[config.mk]
export PLATFORM = sky130hd
export DESIGN_NAME = track_buffer_cache_lookup_core_flat
export DESIGN_NICKNAME = d
export VERILOG_FILES = /design/src/rtl/tbcl_pkg.sv /design/src/rtl/tbcl_if.sv /design/src/rtl/track_buffer_cache_lookup_core.sv /design/src/flat_wrapper.sv
export SDC_FILE = /design/constraint.sdc
export NUM_CORES = 1
export LEC_CHECK = 0
export BUFFER_PORTS_ARGS = -buffer_cell sky130_fd_sc_hd__buf_4
export CORE_ASPECT_RATIO = 0.9
export CORE_MARGIN = 1
export CORE_UTILIZATION = 60
export CTS_CLUSTER_SIZE = 40
export DETAILED_ROUTE_END_ITERATION = 16
export PLACE_DENSITY = 0.78
export SYNTH_ARGS = -nofsm -noshare
export SYNTH_HDL_FRONTEND = slang
export SYNTH_SLANG_ARGS = --single-unit
[constraint.sdc]
create_clock -name clock -period 5.5 [get_ports clock]
set_clock_uncertainty 0.15 [all_clocks]
set_input_delay 1.1 -clock clock [delete_from_list [all_inputs] [get_ports clock]]
set_output_delay 1.1 -clock clock [all_outputs]
set_load 0.005 [all_outputs]
[src/rtl/tbcl_pkg.sv]
`timescale 1ns / 1ps

package tbcl_pkg;

   // cache geometry
   localparam int NUM_LINES = 8;
   localparam int LINE_W    = (NUM_LINES > 1) ? $clog2(NUM_LINES) : 1;
   localparam int CNT_W     = $clog2(NUM_LINES + 1);

   // field widths
   localparam int DEV_W      = 2;
   localparam int LSEC_W     = 16;
   localparam int SPT_W      = 6;
   localparam int BUFS_W     = 4;
   localparam int TRACK_W    = 8;
   localparam int LINE_OUT_W = 3;
   localparam int USE_W      = 8;

   // divider sequencing, one quotient bit per cycle
   localparam int DIV_STEPS = LSEC_W;
   localparam int DIV_CNT_W = $clog2(DIV_STEPS);

   // use counter limits
   localparam logic [USE_W-1:0]   USE_MAX   = 8'd255;
   localparam logic [USE_W-1:0]   USE_FILL  = 8'd1;
   localparam logic [TRACK_W-1:0] TRACK_SAT = 8'd255;

   // control register port
   localparam int CSR_IDX_W  = 2;
   localparam int CSR_DATA_W = SPT_W;
   localparam logic [CSR_IDX_W-1:0] CSR_SECTORS_PER_TRACK = 2'd0;
   localparam logic [CSR_IDX_W-1:0] CSR_BUFFERS_IN_USE    = 2'd1;

   localparam logic [SPT_W-1:0]  SPT_RESET  = 6'd18;
   localparam logic [BUFS_W-1:0] BUFS_RESET = 4'd8;

endpackage

[src/rtl/tbcl_if.sv]
`timescale 1ns / 1ps

// sector request channel
interface tbcl_req_if;
   logic                         valid;
   logic                         ready;
   logic [tbcl_pkg::DEV_W-1:0]   device_minor;
   logic [tbcl_pkg::LSEC_W-1:0]  logical_sector;
   logic                         request_last;

   modport source (output valid, output device_minor, output logical_sector,
                   output request_last, input ready);
   modport sink   (input valid, input device_minor, input logical_sector,
                   input request_last, output ready);
endinterface

// lookup result channel
interface tbcl_rsp_if;
   logic                             valid;
   logic                             ready;
   logic                             hit;
   logic [tbcl_pkg::LINE_OUT_W-1:0]  line_index;
   logic [tbcl_pkg::TRACK_W-1:0]     track_number;
   logic [tbcl_pkg::SPT_W-1:0]       sector_in_track;
   logic                             range_error;
   logic                             result_last;

   modport source (output valid, output hit, output line_index, output track_number,
                   output sector_in_track, output range_error, output result_last,
                   input ready);
   modport sink   (input valid, input hit, input line_index, input track_number,
                   input sector_in_track, input range_error, input result_last,
                   output ready);
endinterface

[src/rtl/track_buffer_cache_lookup_core.sv]
`timescale 1ns / 1ps

// Track buffer cache lookup. Each request (device, logical sector) is split
// into track and sector within the track by a restoring divider that yields one
// quotient bit per cycle, then the lines in use are scanned one per
// cycle for a valid line with matching device and track while the least used
// line is tracked as the victim. A hit bumps the line's saturating use counter;
// a miss retags the victim with counter 1. A request passes through accept,
// divide, a scan of up to the lines in use (fewer on an early hit), update
// and result steps; the result step waits for a free output register.
// A track above 255 skips the scan and returns range_error.
// One request is in flight at a time; a new request is taken while the last
// result still waits on the output register. Control registers may only be
// written while no request is in flight.
module track_buffer_cache_lookup_core (
   input  logic                                clock,
   input  logic                                reset,
   tbcl_req_if.sink                            req_if,
   tbcl_rsp_if.source                          rsp_if,
   input  logic                                csr_wr_en,
   input  logic [tbcl_pkg::CSR_IDX_W-1:0]      csr_index,
   input  logic [tbcl_pkg::CSR_DATA_W-1:0]     csr_wdata
);

   typedef enum logic [2:0] {
      S_IDLE,
      S_DIV,
      S_SCAN,
      S_UPDATE,
      S_DONE
   } state_type;

   // control state
   state_type                          state_ff, state_in;
   logic [tbcl_pkg::DIV_CNT_W-1:0]     bit_cnt_ff, bit_cnt_in;
   logic [tbcl_pkg::LINE_W-1:0]        idx_ff, idx_in;
   logic [tbcl_pkg::SPT_W-1:0]         cfg_spt_ff, cfg_spt_in;
   logic [tbcl_pkg::BUFS_W-1:0]        cfg_bufs_ff, cfg_bufs_in;
   logic [tbcl_pkg::USE_W-1:0]         use_count_ff [tbcl_pkg::NUM_LINES];
   logic [tbcl_pkg::USE_W-1:0]         use_count_in [tbcl_pkg::NUM_LINES];
   logic                               rsp_valid_ff, rsp_valid_in;

   // payload state
   logic [tbcl_pkg::LSEC_W-1:0]        quo_ff, quo_in;
   logic [tbcl_pkg::SPT_W-1:0]         rem_ff, rem_in;
   logic [tbcl_pkg::SPT_W-1:0]         spt_ff, spt_in;
   logic [tbcl_pkg::DEV_W-1:0]         dev_ff, dev_in;
   logic                               last_ff, last_in;
   logic                               err_ff, err_in;
   logic                               hit_ff, hit_in;
   logic [tbcl_pkg::LINE_W-1:0]        line_ff, line_in;
   logic [tbcl_pkg::LINE_W-1:0]        victim_ff, victim_in;
   logic [tbcl_pkg::USE_W-1:0]         best_ff, best_in;
   logic [tbcl_pkg::DEV_W-1:0]         line_device_ff [tbcl_pkg::NUM_LINES];
   logic [tbcl_pkg::TRACK_W-1:0]       line_track_ff  [tbcl_pkg::NUM_LINES];
   logic                               tag_we;
   logic [tbcl_pkg::LINE_W-1:0]        tag_addr;

   logic                               o_hit_ff, o_hit_in;
   logic [tbcl_pkg::LINE_OUT_W-1:0]    o_line_ff, o_line_in;
   logic [tbcl_pkg::TRACK_W-1:0]       o_track_ff, o_track_in;
   logic [tbcl_pkg::SPT_W-1:0]         o_sector_ff, o_sector_in;
   logic                               o_err_ff, o_err_in;
   logic                               o_last_ff, o_last_in;

   // helpers
   logic                               req_fire;
   logic                               out_free;
   logic [tbcl_pkg::CNT_W-1:0]         n_lines;
   logic [tbcl_pkg::CNT_W-1:0]         last_idx;
   logic [tbcl_pkg::SPT_W:0]           rem_shift;
   logic                               rem_ge;
   logic [tbcl_pkg::USE_W-1:0]         cur_count;
   logic                               cur_match;
   logic [tbcl_pkg::LINE_W-1:0]        sel_line;

   assign req_if.ready = (state_ff == S_IDLE);
   assign req_fire     = req_if.valid && req_if.ready;
   assign out_free     = !rsp_valid_ff || rsp_if.ready;

   // lines in use, clamped to one and to the line count
   always_comb begin
      if (cfg_bufs_ff == '0) begin
         n_lines = tbcl_pkg::CNT_W'(1);
      end else if (8'(cfg_bufs_ff) > 8'(tbcl_pkg::NUM_LINES)) begin
         n_lines = tbcl_pkg::CNT_W'(tbcl_pkg::NUM_LINES);
      end else begin
         n_lines = tbcl_pkg::CNT_W'(cfg_bufs_ff);
      end
      last_idx = n_lines - tbcl_pkg::CNT_W'(1);
   end

   // one restoring division step
   assign rem_shift = {rem_ff, quo_ff[tbcl_pkg::LSEC_W-1]};
   assign rem_ge    = (rem_shift >= {1'b0, spt_ff});

   // line under scan
   assign cur_count = use_count_ff[idx_ff];
   assign cur_match = (cur_count != '0) && (line_device_ff[idx_ff] == dev_ff)
                      && (line_track_ff[idx_ff] == quo_ff[tbcl_pkg::TRACK_W-1:0]);
   assign sel_line  = hit_ff ? line_ff : victim_ff;

   // next state
   always_comb begin
      state_in     = state_ff;
      bit_cnt_in   = bit_cnt_ff;
      idx_in       = idx_ff;
      cfg_spt_in   = cfg_spt_ff;
      cfg_bufs_in  = cfg_bufs_ff;
      use_count_in = use_count_ff;
      rsp_valid_in = rsp_valid_ff;
      quo_in       = quo_ff;
      rem_in       = rem_ff;
      spt_in       = spt_ff;
      dev_in       = dev_ff;
      last_in      = last_ff;
      err_in       = err_ff;
      hit_in       = hit_ff;
      line_in      = line_ff;
      victim_in    = victim_ff;
      best_in      = best_ff;
      tag_we       = 1'b0;
      tag_addr     = victim_ff;
      o_hit_in     = o_hit_ff;
      o_line_in    = o_line_ff;
      o_track_in   = o_track_ff;
      o_sector_in  = o_sector_ff;
      o_err_in     = o_err_ff;
      o_last_in    = o_last_ff;

      // register writes
      if (csr_wr_en) begin
         case (csr_index)
            tbcl_pkg::CSR_SECTORS_PER_TRACK: cfg_spt_in  = csr_wdata[tbcl_pkg::SPT_W-1:0];
            tbcl_pkg::CSR_BUFFERS_IN_USE:    cfg_bufs_in = csr_wdata[tbcl_pkg::BUFS_W-1:0];
            default: ;
         endcase
      end

      // result handed over
      if (rsp_valid_ff && rsp_if.ready) begin
         rsp_valid_in = 1'b0;
      end

      case (state_ff)
         S_IDLE: begin
            if (req_fire) begin
               quo_in     = req_if.logical_sector;
               rem_in     = '0;
               spt_in     = (cfg_spt_ff == '0) ? tbcl_pkg::SPT_W'(1) : cfg_spt_ff;
               dev_in     = req_if.device_minor;
               last_in    = req_if.request_last;
               bit_cnt_in = '0;
               state_in   = S_DIV;
            end
         end
         S_DIV: begin
            quo_in     = {quo_ff[tbcl_pkg::LSEC_W-2:0], rem_ge};
            rem_in     = rem_ge ? tbcl_pkg::SPT_W'(rem_shift - {1'b0, spt_ff})
                                : rem_shift[tbcl_pkg::SPT_W-1:0];
            bit_cnt_in = bit_cnt_ff + tbcl_pkg::DIV_CNT_W'(1);
            if (bit_cnt_ff == tbcl_pkg::DIV_CNT_W'(tbcl_pkg::DIV_STEPS - 1)) begin
               err_in    = |quo_in[tbcl_pkg::LSEC_W-1:tbcl_pkg::TRACK_W];
               hit_in    = 1'b0;
               line_in   = '0;
               best_in   = tbcl_pkg::USE_MAX;
               victim_in = tbcl_pkg::LINE_W'(last_idx);
               idx_in    = '0;
               state_in  = err_in ? S_DONE : S_SCAN;
            end
         end
         S_SCAN: begin
            // first matching line wins
            if (cur_match) begin
               hit_in  = 1'b1;
               line_in = idx_ff;
            end
            // first line with the lowest counter below saturation
            if (cur_count < best_ff) begin
               best_in   = cur_count;
               victim_in = idx_ff;
            end
            idx_in = idx_ff + tbcl_pkg::LINE_W'(1);
            if (cur_match || (tbcl_pkg::CNT_W'(idx_ff) == last_idx)) begin
               state_in = S_UPDATE;
            end
         end
         S_UPDATE: begin
            if (hit_ff) begin
               if (use_count_ff[line_ff] != tbcl_pkg::USE_MAX) begin
                  use_count_in[line_ff] = use_count_ff[line_ff] + tbcl_pkg::USE_W'(1);
               end
            end else begin
               use_count_in[victim_ff] = tbcl_pkg::USE_FILL;
               tag_we                  = 1'b1;
               tag_addr                = victim_ff;
            end
            state_in = S_DONE;
         end
         S_DONE: begin
            if (out_free) begin
               o_hit_in     = hit_ff && !err_ff;
               o_line_in    = err_ff ? '0 : tbcl_pkg::LINE_OUT_W'(sel_line);
               o_track_in   = err_ff ? tbcl_pkg::TRACK_SAT : quo_ff[tbcl_pkg::TRACK_W-1:0];
               o_sector_in  = rem_ff;
               o_err_in     = err_ff;
               o_last_in    = last_ff;
               rsp_valid_in = 1'b1;
               state_in     = S_IDLE;
            end
         end
         default: begin
            state_in = S_IDLE;
         end
      endcase
   end

   // control registers and state
   always_ff @(posedge clock) begin
      if (reset) begin
         state_ff     <= S_IDLE;
         bit_cnt_ff   <= '0;
         idx_ff       <= '0;
         cfg_spt_ff   <= tbcl_pkg::SPT_RESET;
         cfg_bufs_ff  <= tbcl_pkg::BUFS_RESET;
         rsp_valid_ff <= 1'b0;
         for (int i = 0; i < tbcl_pkg::NUM_LINES; i++) begin
            use_count_ff[i] <= '0;
         end
      end else begin
         state_ff     <= state_in;
         bit_cnt_ff   <= bit_cnt_in;
         idx_ff       <= idx_in;
         cfg_spt_ff   <= cfg_spt_in;
         cfg_bufs_ff  <= cfg_bufs_in;
         rsp_valid_ff <= rsp_valid_in;
         use_count_ff <= use_count_in;
      end
   end

   // payload registers and line tags
   always_ff @(posedge clock) begin
      quo_ff      <= quo_in;
      rem_ff      <= rem_in;
      spt_ff      <= spt_in;
      dev_ff      <= dev_in;
      last_ff     <= last_in;
      err_ff      <= err_in;
      hit_ff      <= hit_in;
      line_ff     <= line_in;
      victim_ff   <= victim_in;
      best_ff     <= best_in;
      o_hit_ff    <= o_hit_in;
      o_line_ff   <= o_line_in;
      o_track_ff  <= o_track_in;
      o_sector_ff <= o_sector_in;
      o_err_ff    <= o_err_in;
      o_last_ff   <= o_last_in;
      if (tag_we) begin
         line_device_ff[tag_addr] <= dev_ff;
         line_track_ff[tag_addr]  <= quo_ff[tbcl_pkg::TRACK_W-1:0];
      end
   end

   assign rsp_if.valid           = rsp_valid_ff;
   assign rsp_if.hit             = o_hit_ff;
   assign rsp_if.line_index      = o_line_ff;
   assign rsp_if.track_number    = o_track_ff;
   assign rsp_if.sector_in_track = o_sector_ff;
   assign rsp_if.range_error     = o_err_ff;
   assign rsp_if.result_last     = o_last_ff;

`ifndef SYNTHESIS
   // out-of-range result carries the fixed miss fields
   a_range_fields: assert property (@(posedge clock) disable iff (reset)
      rsp_valid_ff && o_err_ff |-> !o_hit_ff && (o_line_ff == '0)
                                   && (o_track_ff == tbcl_pkg::TRACK_SAT))
      else $error("range error result with lookup fields");

   // scan never walks past the lines in use
   a_scan_bound: assert property (@(posedge clock) disable iff (reset)
      state_ff == S_SCAN |-> tbcl_pkg::CNT_W'(idx_ff) <= last_idx)
      else $error("scan index beyond lines in use");

   // a miss fill leaves the victim with counter one
   a_fill_count: assert property (@(posedge clock) disable iff (reset)
      state_ff == S_UPDATE && !hit_ff |=> use_count_ff[$past(victim_ff)] == tbcl_pkg::USE_FILL)
      else $error("victim counter not set on fill");

   // a hit always names a valid line
   a_hit_valid: assert property (@(posedge clock) disable iff (reset)
      state_ff == S_UPDATE && hit_ff |-> use_count_ff[line_ff] != '0)
      else $error("hit on an invalid line");

   // range error skips the line scan
   a_err_skip: assert property (@(posedge clock) disable iff (reset)
      state_ff == S_DIV && state_in == S_DONE |-> err_in)
      else $error("divide ended straight into result without range error");
`endif

endmodule
[src/flat_wrapper.sv]
// flat-port wrapper written by rule: the top's interface ports become plain ports
module track_buffer_cache_lookup_core_flat 
  (clock, reset, csr_wr_en, csr_index, csr_wdata, req_if_valid, req_if_device_minor, req_if_logical_sector, req_if_request_last, req_if_ready, rsp_if_valid, rsp_if_hit, rsp_if_line_index, rsp_if_track_number, rsp_if_sector_in_track, rsp_if_range_error, rsp_if_result_last, rsp_if_ready);
  tbcl_req_if req_if_i ();
  tbcl_rsp_if rsp_if_i ();
  input  logic clock;
  input  logic reset;
  input  logic csr_wr_en;
  input  logic [tbcl_pkg::CSR_IDX_W-1:0] csr_index;
  input  logic [tbcl_pkg::CSR_DATA_W-1:0] csr_wdata;
  input wire logic [$bits(req_if_i.valid)-1:0] req_if_valid;
  input wire logic [$bits(req_if_i.device_minor)-1:0] req_if_device_minor;
  input wire logic [$bits(req_if_i.logical_sector)-1:0] req_if_logical_sector;
  input wire logic [$bits(req_if_i.request_last)-1:0] req_if_request_last;
  output wire logic [$bits(req_if_i.ready)-1:0] req_if_ready;
  output wire logic [$bits(rsp_if_i.valid)-1:0] rsp_if_valid;
  output wire logic [$bits(rsp_if_i.hit)-1:0] rsp_if_hit;
  output wire logic [$bits(rsp_if_i.line_index)-1:0] rsp_if_line_index;
  output wire logic [$bits(rsp_if_i.track_number)-1:0] rsp_if_track_number;
  output wire logic [$bits(rsp_if_i.sector_in_track)-1:0] rsp_if_sector_in_track;
  output wire logic [$bits(rsp_if_i.range_error)-1:0] rsp_if_range_error;
  output wire logic [$bits(rsp_if_i.result_last)-1:0] rsp_if_result_last;
  input wire logic [$bits(rsp_if_i.ready)-1:0] rsp_if_ready;
  assign req_if_i.valid = req_if_valid;
  assign req_if_i.device_minor = req_if_device_minor;
  assign req_if_i.logical_sector = req_if_logical_sector;
  assign req_if_i.request_last = req_if_request_last;
  assign req_if_ready = req_if_i.ready;
  assign rsp_if_valid = rsp_if_i.valid;
  assign rsp_if_hit = rsp_if_i.hit;
  assign rsp_if_line_index = rsp_if_i.line_index;
  assign rsp_if_track_number = rsp_if_i.track_number;
  assign rsp_if_sector_in_track = rsp_if_i.sector_in_track;
  assign rsp_if_range_error = rsp_if_i.range_error;
  assign rsp_if_result_last = rsp_if_i.result_last;
  assign rsp_if_i.ready = rsp_if_ready;
  track_buffer_cache_lookup_core u_core (.clock(clock), .reset(reset), .req_if(req_if_i), .rsp_if(rsp_if_i), .csr_wr_en(csr_wr_en), .csr_index(csr_index), .csr_wdata(csr_wdata));
endmodule
==> summary.md <==
The number of primary I/O pins was 54; the post-synthesis to final-layout area growth was 13.2%. The worst setup path is captured at a flop. The commonest cells after synthesis are 147 x sky130_fd_sc_hd__edfxtp_1, 98 x sky130_fd_sc_hd__nand2_1, 88 x sky130_fd_sc_hd__dfxtp_1. Counting the buffers created by CTS gives 24. TritonCTS built the clock tree. Worst slew margin relative to its limit: 0.238. The count of state elements after synthesis is 235. The post-route fraction of the period consumed by the critical path is 0.781. The register area share after synthesis is 0.573, and the total wire length after detailed routing is 26700 um. The total number of yosys warnings was 0; the post-CTS clock slew at the launch and capture registers of the worst setup and hold paths was 60 ps. The largest area contributor in the synthesized netlist is sky130_fd_sc_hd__edfxtp_1. The effective utilization at floorplan came out at 0.612. Setup repair after global routing left no endpoint under its margin. At the worst endpoint, the arrival time is 4270 ps. The run gives 0 as the initial antenna violation count. Ranked by total cell area, the synthesized netlist is headed by sky130_fd_sc_hd__edfxtp_1 41%, sky130_fd_sc_hd__dfxtp_1 16%, sky130_fd_sc_hd__mux4_2 9.2%. With fillers left out, the area of the finished cells amounts to 0.0122 mm2.

The total count of max-transition violations in the final report was 0. The maximum operating frequency is 233 MHz, and the depth of the CTS H-tree is 1. The floorplan die width is 143 um. The power share of the combinational group is 0.044, and the total number of vias is 7443. The switching power share of the total was 0.210. The routed via count divided by cell count came out at 6.45. The flow ran to the end, and the final reports show no timing, DRC or antenna violations.

Buffers inserted to repair hold after CTS numbered 0. For this run, the leading register cell type out of synthesis is sky130_fd_sc_hd__edfxtp_1. The fraction of layout cells with a size suffix above 1 came out at 0.204. The gate family responsible for the most delay along the worst path is simple AND/OR/NAND/NOR gates.

The post-synth net total is 898, and the largest fanout on the critical path is 11. In this run the static leakage power is 4.44 nW. Once detailed placement completed, the half-perimeter wirelength came to 18400 um.

The last weighted congestion value of the routability-driven placer is 1.10. The aggregate global routing overflow was 0; the data required time of the worst path was 5470 ps. After floorplanning, the core was divided into 46 placement rows. For this design, the slowest cell found on the critical path is sky130_fd_sc_hd__nor2_1. Traced cell by cell, the critical path runs through buf_4 -> mux4_2 -> mux2i_1 -> inv_1 -> ha_1 -> and4_1 -> nand2_1 -> a31oi_1 -> nor2_1.

In this run the critical register-to-register path is captured at u_core.victim_ff[1]. The switching power of the nets came out at 0.799 mW. The transition at the pin with the smallest max-transition slack is 1140 ps. The run gives 0 as the number of setup violations in the final report. The first global-routing pass estimated 41700 um of wire. The run gives 0 ps as the setup TNS.

0 antenna diodes ended up in the layout. The cell sitting at the root of the clock tree is a sky130_fd_sc_hd__clkbuf_16. In this run the vertical extent of the chip is 129 um.

The die covers 0.0185 mm2. The number of iterations in the first detailed-routing pass came out at 6. The tools report the reg-to-reg startpoint as u_core.idx_ff[0].

In this run the register-to-register setup slack is 1200 ps. The post-place instance area is 0.0114 mm2, and the insertion delay of the later-clocked pin in the worst-skew pair is 510 ps. The synthesized instance count was 849. Dividing the detail-routed wire length by the instance count gives 23.1 um.

The logs give 0.440 for the clock network fraction of total power and 0 for the remaining antenna violation count after routing. The run gives 0 as the number of remaining DRC errors. The clock period minus final worst setup slack works out to 4300 ps. The tools report the sequential fraction of design power as 0.516.

In this run the worst hold path is classified as flop to flop. The total global-route track usage is 0.302. CTS saw 235 sinks. The number of setup buffers added after CTS is 0. The portion of synthesized cell area occupied by the leading cell type came out at 0.409.

The core outline area was 0.0176 mm2. The buffers plus inverters on the worst setup path was 2; the number of gates resized after cts was 0. In this run, synthesis inferred 147 flip-flops with an integrated enable. The total of max-cap violations was 0; the unique cell type count in the Yosys netlist was 73. Cell internal power was estimated by the tool at 3.01 mW. The worst-case IR drop observed on VDD is 0.000246 V. The tools report the number of nets at the end of the flow as 945.

The number of port buffers works out to 53. The worst setup path is of the flop to flop kind. The count of cell instances traversed by the critical path works out to 9.

The tools report the end point of the critical path as u_core.victim_ff[1]. The fraction of registers with async set/reset is 0, and the number of cells on the worst reg-to-reg path is 9. The pin count of the biggest net entering global routing was 45. The post-synthesis average cell area is 12.7 um2, and the deepest clock path buffer count is 3.

The logs give 7419 for the number of global-route vias before repair and 0 for the number of failing hold endpoints at the final stage. The kind of start point of the critical path is a flop. The most critical setup path has its startpoint at u_core.idx_ff[0]. The most repeated cell in the gate-level netlist after synthesis was sky130_fd_sc_hd__edfxtp_1. The tools report the violation count after the first detailed-routing iteration as 905.

Dividing total power by cell area gives a power density of 312 mW/mm2. The cell area after synthesis is 0.0108 mm2, and the largest stage delay on the critical path is 860 ps.
## layer usage
layer  track usage  routed length, um
met4        0.0751                609
met5        0.0237                 56
met3        0.0990               3100
met1         0.418              10800
met2         0.464              12200
## registers in the layout, summed over array words and instances, names as in the netlist, 2 cells and up, named ones only
signal                         flops
u_core.rsp_if.line_index           3
u_core.idx_ff                      3
u_core.rsp_if.track_number         8
u_core.quo_ff                     16
u_core.bit_cnt_ff                  4
u_core.victim_ff                   3
u_core.rem_ff                      6
u_core.rsp_if.sector_in_track      6
u_core.line_track_ff              64
u_core.cfg_spt_ff                  6
u_core.state_ff                    3
u_core.dev_ff                      2
u_core.use_count_ff               64
u_core.cfg_bufs_ff                 4
u_core.spt_ff                      6
u_core.best_ff                     8
u_core.line_device_ff             16
u_core.line_ff                     3
## cell families after synthesis
logic type,Yosys count,share of synthesized area
AND/OR/NAND/NOR,250,0.113
flip-flops,235,0.573
AO/OA/AOI/OAI,157,0.109
multiplexers,94,0.140
buffers and inverters,76,0.0289
XOR/XNOR,20,0.0162
adder cells (fa/ha/maj),17,0.0204
## cell type report
| class | count | area (um2) |
|---|---|---|
| flip-flops and latches | 235 | 6180 |
| fillers | 1227 | 5400 |
| multi-input cells | 538 | 4320 |
| clock buffers | 32 | 652 |
| repair buffers | 65 | 488 |
| well taps | 240 | 300 |
| clock inverters | 12 | 161 |
| inverters | 32 | 120 |
## through the flow
step	util	total power, mW	worst slack [ps]	instances	hold slack [ps]
6_report	0.694	3.81	1200	1154	289
5_1_grt	0.694	3.92	1000	1154	293
4_1_cts	0.694	3.83	1210	1154	283
3_5_place_dp	0.647	2.17	1290	1110	256
3_3_place_gp	0.647	2.16	1390	1110	269
2_1_floorplan	-	2.10	2080	849	250
## worst min-delay path by stage
stage | cells after the start | endpoint | from | slack (ps)
after CTS | 0 | u_core.rsp_if.result_last | u_core.last_ff | 280
after global placement | 0 | u_core.rsp_if.result_last | u_core.last_ff | 270
after global routing | 0 | u_core.rsp_if.result_last | u_core.last_ff | 290
after floorplan | 0 | u_core.rsp_if.result_last | u_core.last_ff | 250
final | 0 | u_core.rsp_if.result_last | u_core.last_ff | 290
after detailed placement | 0 | u_core.rsp_if.result_last | u_core.last_ff | 260
## power by group through the flow
stage	logic, mW	registers [mW]	clock network, mW
finish	0.169	1.97	1.68
floorplan	0.119	1.99	0
detailed placement	0.166	2.00	0
global placement	0.158	2.00	0
CTS	0.168	1.97	1.69
global route	0.187	1.97	1.76
## layout by cell type (no fill, tap or decap), drive strengths merged, types with 4 or more instances in the layout
cell / synthesis / final
a31oi: 7 / 7
inv: 30 / 30
mux2: 12 / 12
nor3: 13 / 13
nor2b: 11 / 11
mux4: 44 / 44
nor4: 6 / 6
nand2: 100 / 100
bufinv: 0 / 4
edfxtp: 147 / 147
ha: 16 / 16
and2: 11 / 11
mux2i: 38 / 38
a21oi: 31 / 31
or2: 9 / 9
buf: 12 / 65
dfxtp: 88 / 88
a22o: 42 / 42
xnor2: 14 / 14
clkinv: 2 / 8
or4: 4 / 4
a32o: 6 / 6
nor3b: 4 / 4
a211oi: 4 / 4
clkbuf: 32 / 32
a22oi: 5 / 5
nand2b: 6 / 6
nor2: 59 / 59
o21ai: 24 / 24
nand3: 14 / 14
xor2: 6 / 6
or3: 4 / 4
(Power assumes the default switching activity.)
